--- src/rtl/core/assert_macros.svh ---
// ---------------------------------------------------------------------------
// Assertion macros
// Shared concurrent assertion forms for the tokenizer RTL.
// ---------------------------------------------------------------------------
`ifndef ASSERT_MACROS_SVH
`define ASSERT_MACROS_SVH

// Same-cycle implication, disabled while reset is high
`define ASSERT_IMPLIES(label, clk, rst, ante, cons, msg) \
   label: assert property (@(posedge clk) disable iff (rst) (ante) |-> (cons)) \
      else $error(msg);

// Next-cycle implication, disabled while reset is high
`define ASSERT_NEXT(label, clk, rst, ante, cons, msg) \
   label: assert property (@(posedge clk) disable iff (rst) (ante) |=> (cons)) \
      else $error(msg);

`endif

--- src/rtl/core/ilt_pkg.sv ---
// ---------------------------------------------------------------------------
// ilt_pkg
// Types, codes and constants shared by the INI line tokenizer modules.
// ---------------------------------------------------------------------------
`default_nettype none

package ilt_pkg;

   // Line buffer size default and the bound that caps result words per line
   localparam int LINE_BYTES_DEF = 32;
   localparam int MAX_RESULTS    = 32;

   // Positions within a line; six bits cover the full line size range
   localparam int POS_W   = 6;
   localparam int COMMA_W = 6;
   localparam logic [COMMA_W-1:0] COMMA_MAX = '1;

   // Job queue between front and back
   localparam int QUEUE_DEPTH = 2;

   // Characters of interest
   localparam logic [7:0] CH_NUL      = 8'h00;
   localparam logic [7:0] CH_FF       = 8'hFF;
   localparam logic [7:0] CH_CR       = 8'h0D;
   localparam logic [7:0] CH_LF       = 8'h0A;
   localparam logic [7:0] CH_SPACE    = 8'h20;
   localparam logic [7:0] CH_SEMI     = 8'h3B;
   localparam logic [7:0] CH_EQUALS   = 8'h3D;
   localparam logic [7:0] CH_COMMA    = 8'h2C;
   localparam logic [7:0] CH_LBRACKET = 8'h5B;
   localparam logic [7:0] CH_RBRACKET = 8'h5D;

   // Result kinds
   localparam logic [1:0] KIND_SECTION = 2'd0;
   localparam logic [1:0] KIND_KEY     = 2'd1;
   localparam logic [1:0] KIND_VALUE   = 2'd2;
   localparam logic [1:0] KIND_END     = 2'd3;

   // End status codes
   localparam logic [1:0] ST_OK       = 2'd0;
   localparam logic [1:0] ST_NO_SECT  = 2'd1;
   localparam logic [1:0] ST_OVERFLOW = 2'd2;

   typedef enum logic [1:0] {
      JOB_NONE,
      JOB_SECTION,
      JOB_KEYVAL
   } job_mode_type;

   typedef enum logic [2:0] {
      B_IDLE,
      B_SECT,
      B_KEY,
      B_VAL,
      B_STAT
   } back_state_type;

   // One closed line (and optionally the end status) for the back part
   typedef struct packed {
      job_mode_type       mode;
      logic               bank;
      logic [POS_W-1:0]   key_len;
      logic [POS_W-1:0]   val_start;
      logic [POS_W-1:0]   line_len;
      logic [COMMA_W-1:0] commas;
      logic               has_end;
      logic [1:0]         status;
   } job_type;

   // Back part hands a line bank back to the front
   typedef struct packed {
      logic valid;
      logic bank;
   } release_type;

endpackage

`default_nettype wire

--- src/rtl/core/ini_line_tokenizer.sv ---
// ---------------------------------------------------------------------------
// ini_line_tokenizer
// INI text tokenizer: emits section, key and value bytes and an end status.
// ---------------------------------------------------------------------------
//
//   channel  direction  handshake          payload
//   req_     in         req_valid/stall    text_byte, end_of_text
//   rsp_     out        rsp_valid/stall    kind, out_byte, value_items, status, last
//
// The front takes one text byte per cycle while req_stall is low and writes it into
// one of two line banks of the RAM; a closed line that emits is queued as a job
// (two deep). The back reads the job's bank and gives one result word per cycle
// while rsp_stall is low. Before the first word it takes the job, reads the RAM
// and loads the output register, in that order.
// req_stall is high while the front's current bank is still being read out or
// the job queue is full; rsp_stall freezes the back and its RAM read.
// Reset clears all control state at once; no clearing pass is needed.
// ---------------------------------------------------------------------------
`default_nettype none

module ini_line_tokenizer #(
   parameter int LINE_BYTES = ilt_pkg::LINE_BYTES_DEF
) (
   input  logic       clock,
   input  logic       reset,
   input  logic       req_valid,
   output logic       req_stall,
   input  logic [7:0] req_text_byte,
   input  logic       req_end_of_text,
   output logic       rsp_valid,
   input  logic       rsp_stall,
   output logic [1:0] rsp_kind,
   output logic [7:0] rsp_out_byte,
   output logic [5:0] rsp_value_items,
   output logic [1:0] rsp_status,
   output logic       rsp_last
);

   import ilt_pkg::*;

   localparam int ADDR_W = $clog2(LINE_BYTES) + 1;
   localparam int DEPTH  = 1 << ADDR_W;

   release_type       rel;
   job_type           push_job, head_job;
   logic              push, pop, q_full, head_valid;
   logic              wr_en, rd_en;
   logic [ADDR_W-1:0] wr_addr, rd_addr;
   logic [7:0]        wr_data, rd_data;

   ilt_front #(
      .LINE_BYTES (LINE_BYTES),
      .ADDR_W     (ADDR_W)
   ) u_front (
      .clock           (clock),
      .reset           (reset),
      .req_valid       (req_valid),
      .req_text_byte   (req_text_byte),
      .req_end_of_text (req_end_of_text),
      .req_stall       (req_stall),
      .rel             (rel),
      .q_full          (q_full),
      .push            (push),
      .push_job        (push_job),
      .wr_en           (wr_en),
      .wr_addr         (wr_addr),
      .wr_data         (wr_data)
   );

   ilt_job_queue u_queue (
      .clock      (clock),
      .reset      (reset),
      .push       (push),
      .push_job   (push_job),
      .full       (q_full),
      .head_valid (head_valid),
      .head_job   (head_job),
      .pop        (pop)
   );

   ilt_ram #(
      .WIDTH (8),
      .DEPTH (DEPTH)
   ) u_line_ram (
      .clock   (clock),
      .wr_en   (wr_en),
      .wr_addr (wr_addr),
      .wr_data (wr_data),
      .rd_en   (rd_en),
      .rd_addr (rd_addr),
      .rd_data (rd_data)
   );

   ilt_back #(
      .ADDR_W (ADDR_W)
   ) u_back (
      .clock           (clock),
      .reset           (reset),
      .head_valid      (head_valid),
      .head_job        (head_job),
      .pop             (pop),
      .rel             (rel),
      .rd_en           (rd_en),
      .rd_addr         (rd_addr),
      .rd_data         (rd_data),
      .rsp_valid       (rsp_valid),
      .rsp_stall       (rsp_stall),
      .rsp_kind        (rsp_kind),
      .rsp_out_byte    (rsp_out_byte),
      .rsp_value_items (rsp_value_items),
      .rsp_status      (rsp_status),
      .rsp_last        (rsp_last)
   );

endmodule

`default_nettype wire

--- src/rtl/core/ilt_ram.sv ---
// ---------------------------------------------------------------------------
// ilt_ram
// Generic simple dual-port RAM: one write port, one registered read port.
// ---------------------------------------------------------------------------
`default_nettype none

module ilt_ram #(
   parameter int WIDTH = 8,
   parameter int DEPTH = 64
) (
   input  logic                     clock,
   input  logic                     wr_en,
   input  logic [$clog2(DEPTH)-1:0] wr_addr,
   input  logic [WIDTH-1:0]         wr_data,
   input  logic                     rd_en,
   input  logic [$clog2(DEPTH)-1:0] rd_addr,
   output logic [WIDTH-1:0]         rd_data
);

   logic [WIDTH-1:0] mem_ff [DEPTH];
   logic [WIDTH-1:0] rd_data_ff;

   // Write, and register the read word; hold it while reads are idle
   always_ff @(posedge clock) begin
      if (wr_en) begin
         mem_ff[wr_addr] <= wr_data;
      end
      if (rd_en) begin
         rd_data_ff <= mem_ff[rd_addr];
      end
   end

   assign rd_data = rd_data_ff;

endmodule

`default_nettype wire

--- src/rtl/core/ilt_front.sv ---
// ---------------------------------------------------------------------------
// ilt_front
// Accepts text bytes, stores each line into a RAM bank and classifies it.
// ---------------------------------------------------------------------------
`default_nettype none

module ilt_front #(
   parameter int LINE_BYTES = ilt_pkg::LINE_BYTES_DEF,
   parameter int ADDR_W     = $clog2(LINE_BYTES) + 1
) (
   input  logic                 clock,
   input  logic                 reset,
   input  logic                 req_valid,
   input  logic [7:0]           req_text_byte,
   input  logic                 req_end_of_text,
   output logic                 req_stall,
   input  ilt_pkg::release_type rel,
   input  logic                 q_full,
   output logic                 push,
   output ilt_pkg::job_type     push_job,
   output logic                 wr_en,
   output logic [ADDR_W-1:0]    wr_addr,
   output logic [7:0]           wr_data
);

   import ilt_pkg::*;

   localparam int IDX_W = ADDR_W - 1;

   // Line state
   logic [POS_W-1:0]   fill_ff, fill_in;
   logic [POS_W-1:0]   vis_ff, vis_in;
   logic [POS_W-1:0]   eq_ff, eq_in;
   logic [POS_W-1:0]   keyvis_ff, keyvis_in;
   logic [POS_W-1:0]   vstart_ff, vstart_in;
   logic [COMMA_W-1:0] comma_ff, comma_in;
   logic               first_lb_ff, first_lb_in;
   logic               last_rb_ff, last_rb_in;
   logic               comment_ff, comment_in;
   logic               seen_ff, seen_in;
   logic               ovf_ff, ovf_in;
   logic               bank_ff, bank_in;
   logic [1:0]         busy_ff, busy_in;

   // State after the byte itself, before any close
   logic [POS_W-1:0]   p_fill, p_vis, p_eq, p_keyvis, p_vstart;
   logic [COMMA_W-1:0] p_comma;
   logic               p_first_lb, p_last_rb, p_comment, p_ovf;

   logic accept, do_store, do_close, ending, closing;
   logic is_visible, sect_shape, emit_sect, emit_kv, line_job, seen_after;
   logic [1:0] status_code;

   assign req_stall = busy_ff[bank_ff] | q_full;
   assign accept    = req_valid & ~req_stall;
   assign is_visible = req_text_byte > CH_SPACE;

   // Classify the word and fold it into the line state
   always_comb begin
      do_store = 1'b0;
      do_close = 1'b0;
      ending   = req_end_of_text;

      p_fill     = fill_ff;
      p_vis      = vis_ff;
      p_eq       = eq_ff;
      p_keyvis   = keyvis_ff;
      p_vstart   = vstart_ff;
      p_comma    = comma_ff;
      p_first_lb = first_lb_ff;
      p_last_rb  = last_rb_ff;
      p_comment  = comment_ff;
      p_ovf      = ovf_ff;

      if (ovf_ff) begin
         if (req_text_byte == CH_NUL || req_text_byte == CH_FF) begin
            ending = 1'b1;
         end
      end else if (comment_ff) begin
         if (req_text_byte == CH_NUL) begin
            ending = 1'b1;
         end else if (req_text_byte == CH_CR || req_text_byte == CH_LF) begin
            do_close = 1'b1;
         end
      end else if (req_text_byte == CH_NUL || req_text_byte == CH_FF) begin
         ending = 1'b1;
      end else if (req_text_byte == CH_CR || req_text_byte == CH_LF) begin
         do_close = 1'b1;
      end else if (req_text_byte == CH_SEMI) begin
         p_comment = 1'b1;
      end else if (!(fill_ff == '0 && !is_visible)) begin
         do_store = 1'b1;
      end

      // Store the byte: track visible end, first '=', commas and value start
      if (do_store) begin
         p_fill = fill_ff + 1'b1;
         if (is_visible) begin
            p_vis     = p_fill;
            p_last_rb = req_text_byte == CH_RBRACKET;
         end
         if (fill_ff == '0) begin
            p_first_lb = req_text_byte == CH_LBRACKET;
         end
         if (req_text_byte == CH_EQUALS && eq_ff == '0) begin
            p_eq     = p_fill;
            p_keyvis = vis_ff;
         end else if (req_text_byte == CH_COMMA && eq_ff != '0 && comma_ff != COMMA_MAX) begin
            p_comma = comma_ff + 1'b1;
         end
         if (eq_ff != '0 && is_visible && vstart_ff == '0) begin
            p_vstart = fill_ff;
         end
         // Full line: flag overflow and drop what was gathered
         if (p_fill == POS_W'(LINE_BYTES)) begin
            p_ovf      = 1'b1;
            p_fill     = '0;
            p_vis      = '0;
            p_eq       = '0;
            p_keyvis   = '0;
            p_vstart   = '0;
            p_comma    = '0;
            p_first_lb = 1'b0;
            p_last_rb  = 1'b0;
            p_comment  = 1'b0;
         end
      end

      // Decide what the closing line emits
      closing    = do_close | ending;
      sect_shape = p_first_lb & p_last_rb;
      emit_sect  = !p_ovf && p_vis != '0 && sect_shape && p_vis >= POS_W'(3);
      emit_kv    = !p_ovf && p_vis != '0 && !sect_shape && seen_ff && p_eq != '0
                   && p_keyvis != '0 && p_vstart != '0;
      line_job   = closing & (emit_sect | emit_kv);
      seen_after = seen_ff | (closing & emit_sect);

      if (p_ovf) begin
         status_code = ST_OVERFLOW;
      end else if (seen_after) begin
         status_code = ST_OK;
      end else begin
         status_code = ST_NO_SECT;
      end

      push_job.mode      = emit_sect ? JOB_SECTION : (emit_kv ? JOB_KEYVAL : JOB_NONE);
      if (!closing) begin
         push_job.mode = JOB_NONE;
      end
      push_job.bank      = bank_ff;
      push_job.key_len   = p_keyvis;
      push_job.val_start = p_vstart;
      push_job.line_len  = p_vis;
      push_job.commas    = p_comma;
      push_job.has_end   = ending;
      push_job.status    = status_code;

      push = accept & (ending | line_job);

      // Next state
      fill_in     = p_fill;
      vis_in      = p_vis;
      eq_in       = p_eq;
      keyvis_in   = p_keyvis;
      vstart_in   = p_vstart;
      comma_in    = p_comma;
      first_lb_in = p_first_lb;
      last_rb_in  = p_last_rb;
      comment_in  = p_comment;
      ovf_in      = p_ovf;
      seen_in     = seen_ff;
      bank_in     = line_job ? ~bank_ff : bank_ff;
      if (closing) begin
         fill_in     = '0;
         vis_in      = '0;
         eq_in       = '0;
         keyvis_in   = '0;
         vstart_in   = '0;
         comma_in    = '0;
         first_lb_in = 1'b0;
         last_rb_in  = 1'b0;
         comment_in  = 1'b0;
         seen_in     = seen_after;
      end
      if (ending) begin
         seen_in = 1'b0;
         ovf_in  = 1'b0;
      end

      // Bank ownership: set on a line job, clear on release from the back
      busy_in = busy_ff;
      if (rel.valid) begin
         busy_in[rel.bank] = 1'b0;
      end
      if (accept && line_job) begin
         busy_in[bank_ff] = 1'b1;
      end
   end

   assign wr_en   = accept & do_store;
   assign wr_addr = {bank_ff, fill_ff[IDX_W-1:0]};
   assign wr_data = req_text_byte;

   // Advance the line state on each accepted word
   always_ff @(posedge clock) begin
      if (reset) begin
         fill_ff     <= '0;
         vis_ff      <= '0;
         eq_ff       <= '0;
         keyvis_ff   <= '0;
         vstart_ff   <= '0;
         comma_ff    <= '0;
         first_lb_ff <= 1'b0;
         last_rb_ff  <= 1'b0;
         comment_ff  <= 1'b0;
         seen_ff     <= 1'b0;
         ovf_ff      <= 1'b0;
         bank_ff     <= 1'b0;
         busy_ff     <= '0;
      end else begin
         busy_ff <= busy_in;
         if (accept) begin
            fill_ff     <= fill_in;
            vis_ff      <= vis_in;
            eq_ff       <= eq_in;
            keyvis_ff   <= keyvis_in;
            vstart_ff   <= vstart_in;
            comma_ff    <= comma_in;
            first_lb_ff <= first_lb_in;
            last_rb_ff  <= last_rb_in;
            comment_ff  <= comment_in;
            seen_ff     <= seen_in;
            ovf_ff      <= ovf_in;
            bank_ff     <= bank_in;
         end
      end
   end

endmodule

`default_nettype wire

--- src/rtl/core/ilt_job_queue.sv ---
// ---------------------------------------------------------------------------
// ilt_job_queue
// Short FIFO of line jobs between the front and the back.
// ---------------------------------------------------------------------------
`default_nettype none

module ilt_job_queue (
   input  logic             clock,
   input  logic             reset,
   input  logic             push,
   input  ilt_pkg::job_type push_job,
   output logic             full,
   output logic             head_valid,
   output ilt_pkg::job_type head_job,
   input  logic             pop
);

   import ilt_pkg::*;

   localparam int PTR_W = $clog2(QUEUE_DEPTH);
   localparam int CNT_W = $clog2(QUEUE_DEPTH + 1);

   job_type            slot_ff [QUEUE_DEPTH];
   logic [PTR_W-1:0]   wr_ptr_ff, wr_ptr_in;
   logic [PTR_W-1:0]   rd_ptr_ff, rd_ptr_in;
   logic [CNT_W-1:0]   count_ff, count_in;

   assign full       = count_ff == CNT_W'(QUEUE_DEPTH);
   assign head_valid = count_ff != '0;
   assign head_job   = slot_ff[rd_ptr_ff];

   // Advance pointers and occupancy
   always_comb begin
      wr_ptr_in = wr_ptr_ff;
      rd_ptr_in = rd_ptr_ff;
      count_in  = count_ff;
      if (push) begin
         wr_ptr_in = (wr_ptr_ff == PTR_W'(QUEUE_DEPTH - 1)) ? '0 : wr_ptr_ff + 1'b1;
      end
      if (pop) begin
         rd_ptr_in = (rd_ptr_ff == PTR_W'(QUEUE_DEPTH - 1)) ? '0 : rd_ptr_ff + 1'b1;
      end
      case ({push, pop})
         2'b10:   count_in = count_ff + 1'b1;
         2'b01:   count_in = count_ff - 1'b1;
         default: count_in = count_ff;
      endcase
   end

   always_ff @(posedge clock) begin
      if (reset) begin
         wr_ptr_ff <= '0;
         rd_ptr_ff <= '0;
         count_ff  <= '0;
      end else begin
         wr_ptr_ff <= wr_ptr_in;
         rd_ptr_ff <= rd_ptr_in;
         count_ff  <= count_in;
      end
   end

   // Hold job words
   always_ff @(posedge clock) begin
      if (push) begin
         slot_ff[wr_ptr_ff] <= push_job;
      end
   end

endmodule

`default_nettype wire

--- src/rtl/core/ilt_back.sv ---
// ---------------------------------------------------------------------------
// ilt_back
// Walks each line job through the RAM and drives the result channel.
// ---------------------------------------------------------------------------
`default_nettype none

`include "assert_macros.svh"

module ilt_back #(
   parameter int ADDR_W = 6
) (
   input  logic                 clock,
   input  logic                 reset,
   input  logic                 head_valid,
   input  ilt_pkg::job_type     head_job,
   output logic                 pop,
   output ilt_pkg::release_type rel,
   output logic                 rd_en,
   output logic [ADDR_W-1:0]    rd_addr,
   input  logic [7:0]           rd_data,
   output logic                 rsp_valid,
   input  logic                 rsp_stall,
   output logic [1:0]           rsp_kind,
   output logic [7:0]           rsp_out_byte,
   output logic [5:0]           rsp_value_items,
   output logic [1:0]           rsp_status,
   output logic                 rsp_last
);

   import ilt_pkg::*;

   localparam int IDX_W = ADDR_W - 1;
   localparam int CNT_W = $clog2(MAX_RESULTS);

   back_state_type   state_ff, state_in;
   job_type          job_ff, job_in;
   logic [POS_W-1:0] idx_ff, idx_in;
   logic [CNT_W-1:0] cnt_ff, cnt_in;

   // Read stage
   logic             s1_valid_ff;
   logic [1:0]       s1_kind_ff;
   logic [5:0]       s1_items_ff;
   logic [1:0]       s1_status_ff;
   logic             s1_last_ff;
   logic             s1_ram_ff;

   // Output register
   logic             rsp_valid_ff;
   logic [1:0]       rsp_kind_ff;
   logic [7:0]       rsp_byte_ff;
   logic [5:0]       rsp_items_ff;
   logic [1:0]       rsp_status_ff;
   logic             rsp_last_ff;

   logic       adv, cap_hit, line_end;
   logic       issue, iss_ram, iss_last;
   logic [1:0] iss_kind, iss_status;
   logic [5:0] iss_items;

   assign adv     = ~rsp_valid_ff | ~rsp_stall;
   assign cap_hit = cnt_ff == CNT_W'(MAX_RESULTS - 2);

   // Sequence one item per advancing cycle
   always_comb begin
      state_in   = state_ff;
      job_in     = job_ff;
      idx_in     = idx_ff;
      cnt_in     = cnt_ff;
      pop        = 1'b0;
      rel.valid  = 1'b0;
      rel.bank   = job_ff.bank;
      issue      = 1'b0;
      iss_ram    = 1'b0;
      iss_kind   = KIND_END;
      iss_items  = '0;
      iss_status = ST_OK;
      iss_last   = 1'b0;
      line_end   = 1'b0;

      case (state_ff)
         B_IDLE: begin
            if (adv && head_valid) begin
               pop    = 1'b1;
               job_in = head_job;
               cnt_in = '0;
               case (head_job.mode)
                  JOB_SECTION: begin
                     state_in = B_SECT;
                     idx_in   = POS_W'(1);
                  end
                  JOB_KEYVAL: begin
                     state_in = B_KEY;
                     idx_in   = '0;
                  end
                  default: state_in = B_STAT;
               endcase
            end
         end
         B_SECT: begin
            if (adv) begin
               issue    = 1'b1;
               iss_ram  = 1'b1;
               iss_kind = KIND_SECTION;
               line_end = (idx_ff == job_ff.line_len - POS_W'(2)) | cap_hit;
               idx_in   = idx_ff + 1'b1;
               cnt_in   = cnt_ff + 1'b1;
            end
         end
         B_KEY: begin
            if (adv) begin
               issue    = 1'b1;
               iss_ram  = 1'b1;
               iss_kind = KIND_KEY;
               line_end = cap_hit;
               cnt_in   = cnt_ff + 1'b1;
               if (idx_ff == job_ff.key_len - 1'b1) begin
                  state_in = B_VAL;
                  idx_in   = job_ff.val_start;
               end else begin
                  idx_in = idx_ff + 1'b1;
               end
            end
         end
         B_VAL: begin
            if (adv) begin
               issue    = 1'b1;
               iss_ram  = 1'b1;
               iss_kind = KIND_VALUE;
               line_end = (idx_ff == job_ff.line_len - 1'b1) | cap_hit;
               if (idx_ff == job_ff.line_len - 1'b1) begin
                  iss_items = job_ff.commas + 1'b1;
               end
               idx_in = idx_ff + 1'b1;
               cnt_in = cnt_ff + 1'b1;
            end
         end
         B_STAT: begin
            if (adv) begin
               issue      = 1'b1;
               iss_kind   = KIND_END;
               iss_status = job_ff.status;
               iss_last   = 1'b1;
               state_in   = B_IDLE;
            end
         end
         default: state_in = B_IDLE;
      endcase

      // Line finished: hand the bank back, then status or idle
      if (line_end) begin
         rel.valid = 1'b1;
         iss_last  = ~job_ff.has_end;
         state_in  = job_ff.has_end ? B_STAT : B_IDLE;
      end
   end

   assign rd_en   = issue & iss_ram;
   assign rd_addr = {job_ff.bank, idx_ff[IDX_W-1:0]};

   // Control registers
   always_ff @(posedge clock) begin
      if (reset) begin
         state_ff     <= B_IDLE;
         s1_valid_ff  <= 1'b0;
         rsp_valid_ff <= 1'b0;
      end else begin
         state_ff <= state_in;
         if (adv) begin
            s1_valid_ff  <= issue;
            rsp_valid_ff <= s1_valid_ff;
         end
      end
   end

   // Payload registers: advance only when the output can move
   always_ff @(posedge clock) begin
      job_ff <= job_in;
      idx_ff <= idx_in;
      cnt_ff <= cnt_in;
      if (adv) begin
         s1_kind_ff    <= iss_kind;
         s1_items_ff   <= iss_items;
         s1_status_ff  <= iss_status;
         s1_last_ff    <= iss_last;
         s1_ram_ff     <= iss_ram;
         rsp_kind_ff   <= s1_kind_ff;
         rsp_byte_ff   <= s1_ram_ff ? rd_data : 8'h00;
         rsp_items_ff  <= s1_items_ff;
         rsp_status_ff <= s1_status_ff;
         rsp_last_ff   <= s1_last_ff;
      end
   end

   assign rsp_valid       = rsp_valid_ff;
   assign rsp_kind        = rsp_kind_ff;
   assign rsp_out_byte    = rsp_byte_ff;
   assign rsp_value_items = rsp_items_ff;
   assign rsp_status      = rsp_status_ff;
   assign rsp_last        = rsp_last_ff;

   `ASSERT_IMPLIES(a_end_is_last, clock, reset, rsp_valid_ff && rsp_kind_ff == KIND_END, rsp_last_ff && rsp_byte_ff == 8'h00, "end status word not last or byte not zero")
   `ASSERT_IMPLIES(a_items_on_value, clock, reset, rsp_valid_ff && rsp_items_ff != 6'd0, rsp_kind_ff == KIND_VALUE, "item count on a non-value word")
   `ASSERT_IMPLIES(a_status_on_end, clock, reset, rsp_valid_ff && rsp_kind_ff != KIND_END, rsp_status_ff == ST_OK, "status set on a line word")
   `ASSERT_NEXT(a_pop_leaves_idle, clock, reset, pop, state_ff != B_IDLE, "sequencer idle after taking a job")

endmodule

`default_nettype wire
--- config.mk ---
export PLATFORM = sky130hd
export DESIGN_NAME = ini_line_tokenizer
export DESIGN_NICKNAME = d
export VERILOG_FILES = /design/src/rtl/core/ilt_pkg.sv /design/src/rtl/core/ini_line_tokenizer.sv /design/src/rtl/core/ilt_ram.sv /design/src/rtl/core/ilt_front.sv /design/src/rtl/core/ilt_job_queue.sv /design/src/rtl/core/ilt_back.sv
export VERILOG_INCLUDE_DIRS = /design/src /design/src/rtl/core
export SDC_FILE = /design/constraint.sdc
export NUM_CORES = 1
export LEC_CHECK = 0
export BUFFER_PORTS_ARGS = -buffer_cell sky130_fd_sc_hd__buf_2
export CAP_MARGIN = 10
export CORE_ASPECT_RATIO = 2
export CORE_MARGIN = 10
export CORE_UTILIZATION = 45
export CTS_BUF_LIST = sky130_fd_sc_hd__clkbuf_16
export DETAILED_ROUTE_END_ITERATION = 7
export GPL_TIMING_DRIVEN = 0
export MAX_ROUTING_LAYER = met4
export PLACE_DENSITY = 0.59
export SYNTH_ARGS = -nofsm -noshare
export SYNTH_HDL_FRONTEND = slang
export SYNTH_SLANG_ARGS = --single-unit
--- constraint.sdc ---
create_clock -name clock -period 4.3 [get_ports clock]
set_clock_uncertainty 0.2 [all_clocks]
set_input_delay 0.645 -clock clock [delete_from_list [all_inputs] [get_ports clock]]
set_output_delay 0.645 -clock clock [all_outputs]
set_load 0.01 [all_outputs]
==> key figures <==
Place
  – Area after DPL: approximately 30000 um^2
  – Routability Congestion: between 0.9 and 1
  – IO Port Bufs: 33
  – Hpwl dp: approximately 57000 um

Clock network
  – CTS H-tree depth: 2
  – CTS Root Cell: clkbuf_16
  – CTS Buf Count: 58
  – Worst-path clk slew: approximately 0.070 ns
  – CTS tree: yes
  – Clock latency on the worst-skew pair: ~0.62 ns
  – Hold Buf Count CTS: 0
  – Clk buf depth: 3
  – # clock sinks: a little over 700

Yosys
  – Yosys reg bits: 704
  – Top-count cell post-synth: edfxtp_1
  – Syn nets: around 1.9k
  – Synth Cell Area: between 20000 and 30000 um^2
  – Post-synth ARST share: 0
  – Register area share after synthesis: 0.710
  – Synth top area cells: edfxtp_1, mux4_2, dfxtp_1, mux2i_1, mux2_2
  – Synth cell types: between 80 and 90
  – Post-synth top area share: 0.673
  – Syn Area/Cell: roughly 16 um^2
  – Syn Inst Count: around 1.8k
  – Post-synth EDFFs: 650
  – Synthesis Warnings: 0
  – Largest area contributor in the netlist: edfxtp_1
  – Main synth FF type: edfxtp_1
  – Synth cell count leaders: edfxtp_1, nor2_1, a21oi_1, mux2i_1, nand2_1

Global routing
  – Met3 Use GR: 0.0197
  – Tot GR Track Use: 0.219
  – Met1 Use GR: 0.206
  – Grt met2 use: 0.416
  – Initial antenna violation count: 0
  – Largest net degree at the start of global routing: 72
  – Vias in the first global route: about 17k
  – Total gr overflow: 0
  – First-pass GRT wire length: about 120000 um
  – Busiest grt layer: met2

STA
  – Worst slew pin tran: roughly 1.2 ns
  – Final Critical Period: just over 4 ns
  – Fin. Hold Viols: 0
  – Final setup violation count: 0
  – Achievable Freq: about 0.24 GHz
  – Slew HR: 0.202
  – Slew Limit Fails: 0
  – RSZ-0062 raised after global routing: false
  – Setup TNS: 0 ns
  – WHS: roughly 0.18 ns
  – Final Cycle Share: 0.965

Finish
  – Antenna diodes: 0
  – Final Util: 0.510
  – Area Growth Syn to Fin: 12.2%
  – Fin area: about 33000 um^2
  – Share of cells above drive strength 1: 0.197
  – # nets final: 1972

Route
  – Post-DRT Antenna Nets: 0
  – Routed WL: around 79000 um
  – Vias per cell: ~5.9
  – Residual DRC count: 0
  – Via count: around 16k
  – Drt first-iter violations: between 1k and 1.5k
  – Drt wl/cell: 28.5 um
  – DR pass1 iterations: 5

Critical path
  – Reg-to-reg slack, setup: approximately 0.16 ns
  – Worst Setup End Kind: flop
  – Critical Path RT: 4.64 ns
  – CP arrival: about 4.5 ns
  – CP Cell Sequence: clkbuf_8 > buf_2 > and4b_1 > nand2_1 > and3_1 > buf_6 > a21oi_4 > nand2_1 > nor4_2 > nand2_2 > a31oi_4 > inv_1 > ha_1 > or3_1 > a21oi_1
  – Worst path max stage delay: about 0.38 ns
  – CP top delay family: simple AND/OR/NAND/NOR gates
  – CP max FO: 65
  – Most frequent CP cell: nand2_1
  – Startpoint class of the critical path: input port
  – Slowest cell on the critical path: and4b_1
  – WP buf/inv: 4
  – Crit Path Class: input port to flop

Power
  – Max VDD drop: about 0.47 mV
  – Sw Ratio: 0.329
  – Clk pwr share: 0.275
  – P_int: 13.0 mW
  – Leak: around 11 nW
  – Combinational power share: 0.301
  – Pwr dens: 596 nW/um^2
  – Total Power: about 19 mW
  – Sequential share of power: 0.424
  – P_sw: 6.39 mW

Floorplanning
  – Initial Util: 0.455
  – Die extent in x: 199 um
  – Die Ht: ~380 um
  – Core area: roughly 64000 um^2
  – Row Count: ~130
  – IO Count: 34
  – Die Area: approximately 76000 um^2

Flow run
  – Max_cap viols: 0

Hold path
  – Hold Crit Class: input port to flop

Outcome
  – Status: finished, final reports clean
-- worst register-to-register path: stages (launching register included) --
cell and delay, ns:
edfxtp_1 0.34, buf_2 0.29, clkbuf_1 0.68, buf_1 0.88, mux2i_1 0.33, o221ai_1 0.22, o22ai_1 0.24, a21oi_1 0.14
mux4_2 0.55
-- placed cells by master (no fill, tap or decap), types with 7 or more instances in the layout --
master | synthesis | layout
a22oi_1 | 21 | 21
clkinv_2 | 0 | 9
buf_4 | 4 | 7
o21ai_0 | 62 | 62
xor2_1 | 19 | 19
clkbuf_1 | 62 | 59
o221ai_1 | 33 | 33
mux2_2 | 61 | 61
nor2_2 | 0 | 50
nor3_1 | 27 | 26
nand2b_1 | 7 | 7
edfxtp_1 | 650 | 650
a21oi_1 | 110 | 110
bufinv_16 | 0 | 7
clkinv_1 | 0 | 7
mux2i_1 | 102 | 102
nor2_4 | 0 | 14
inv_1 | 29 | 39
clkbuf_16 | 0 | 58
nand4_1 | 13 | 13
and3_1 | 7 | 7
dfxtp_1 | 54 | 54
nand2_1 | 83 | 81
xnor2_1 | 25 | 25
buf_2 | 18 | 46
ha_1 | 14 | 14
nor2_1 | 166 | 102
mux4_2 | 72 | 72
nor4_1 | 10 | 10
and2_1 | 19 | 18
nand3_1 | 22 | 19
buf_1 | 17 | 17
o22ai_1 | 37 | 37
-- metrics by stage --
step / worst slack, ns / std cells
final: 0.150 / 2786
after global routing: 0.0119 / 2786
after CTS: 0.00287 / 2785
after detailed placement: -1.56 / 2679
after global placement: -1.99 / 2674
after floorplan: 0.263 / 1843
-- sequential cells by signal, indices dropped and copies added (netlist names), 2 cells and up, named ones only --
name / cells
u_back.rsp_kind: 2
u_front.eq_ff: 6
u_back.cnt_ff: 5
u_back.rsp_value_items: 6
u_front.keyvis_ff: 6
u_back.state_ff: 3
u_front.fill_ff: 6
u_back.s1_status_ff: 2
u_back.s1_kind_ff: 2
u_front.vstart_ff: 6
u_back.s1_items_ff: 6
u_queue.count_ff: 2
u_queue.slot_ff: 60
u_front.busy_ff: 2
u_front.vis_ff: 6
u_back.job_ff: 27
u_line_ram.rd_data: 8
u_back.idx_ff: 6
u_front.comma_ff: 6
u_back.rsp_out_byte: 8
u_back.rsp_status: 2
u_line_ram.mem_ff: 512
-- final cells by class --
| cell class | count | area (um^2) |
|---|---|---|
| Multi-Input combinational cell | 1008 | 8160 |
| Inverter | 29 | 109 |
| Clock inverter | 45 | 425 |
| Tap cell | 798 | 998 |
| Sequential cell | 704 | 20600 |
| Buffer | 103 | 443 |
| Timing Repair Buffer | 41 | 342 |
| Fill cell | 5214 | 31200 |
| Clock buffer | 58 | 1450 |
-- repair_timing --
action | 4_1_cts | 5_1_grt
setup buffers | 2 | 0
cloned | 1 | 0
setup endpoints to repair | 583 | 238
gates resized for setup | 101 | 6
pin swaps | 2 | 0
-- layer usage --
layer	routed length, um	up-vias
li1	-	7418
met4	5240	0
met5	0	-
met2	45700	461
met1	25800	8330
met3	2650	176
-- power groups by stage --
| stage | clock (mW) | sequential, mW | combinational, mW |
|---|---|---|---|
| 2_1_floorplan | 0 | 8.33 | 3.61 |
| 3_3_place_gp | 0 | 8.38 | 5.71 |
| 3_5_place_dp | 0 | 8.38 | 5.78 |
| 4_1_cts | 5.43 | 8.24 | 5.83 |
| 5_1_grt | 5.68 | 8.26 | 6.18 |
| 6_report | 5.34 | 8.23 | 5.83 |
-- path summary, 6_finish.rpt --
| check | startpoint | to | cells past startpoint |
|---|---|---|---|
| max reg2reg | u_back.idx_ff[0] | u_line_ram.rd_data[5] | 8 |
| min | req_text_byte[3] | u_line_ram.mem_ff[36][3] | 1 |
| max | req_text_byte[2] | u_queue.count_ff[1] | 15 |
| min reg2reg | u_back.s1_items_ff[3] | u_back.rsp_value_items[3] | 0 |
-- cell families after synthesis --
logic type                 after synthesis  share of synthesized area
muxes                                  237                      0.116
DFF                                    704                      0.710
buffers and inverters                  132                     0.0189
adders and majority gates               14                    0.00604
and+or+nand+nor                        394                     0.0653
AOI/OAI and AO/OA                      318                     0.0703
xor gates and xnor gates                44                     0.0133
Note: power is estimated with default switching activity, not from simulation.
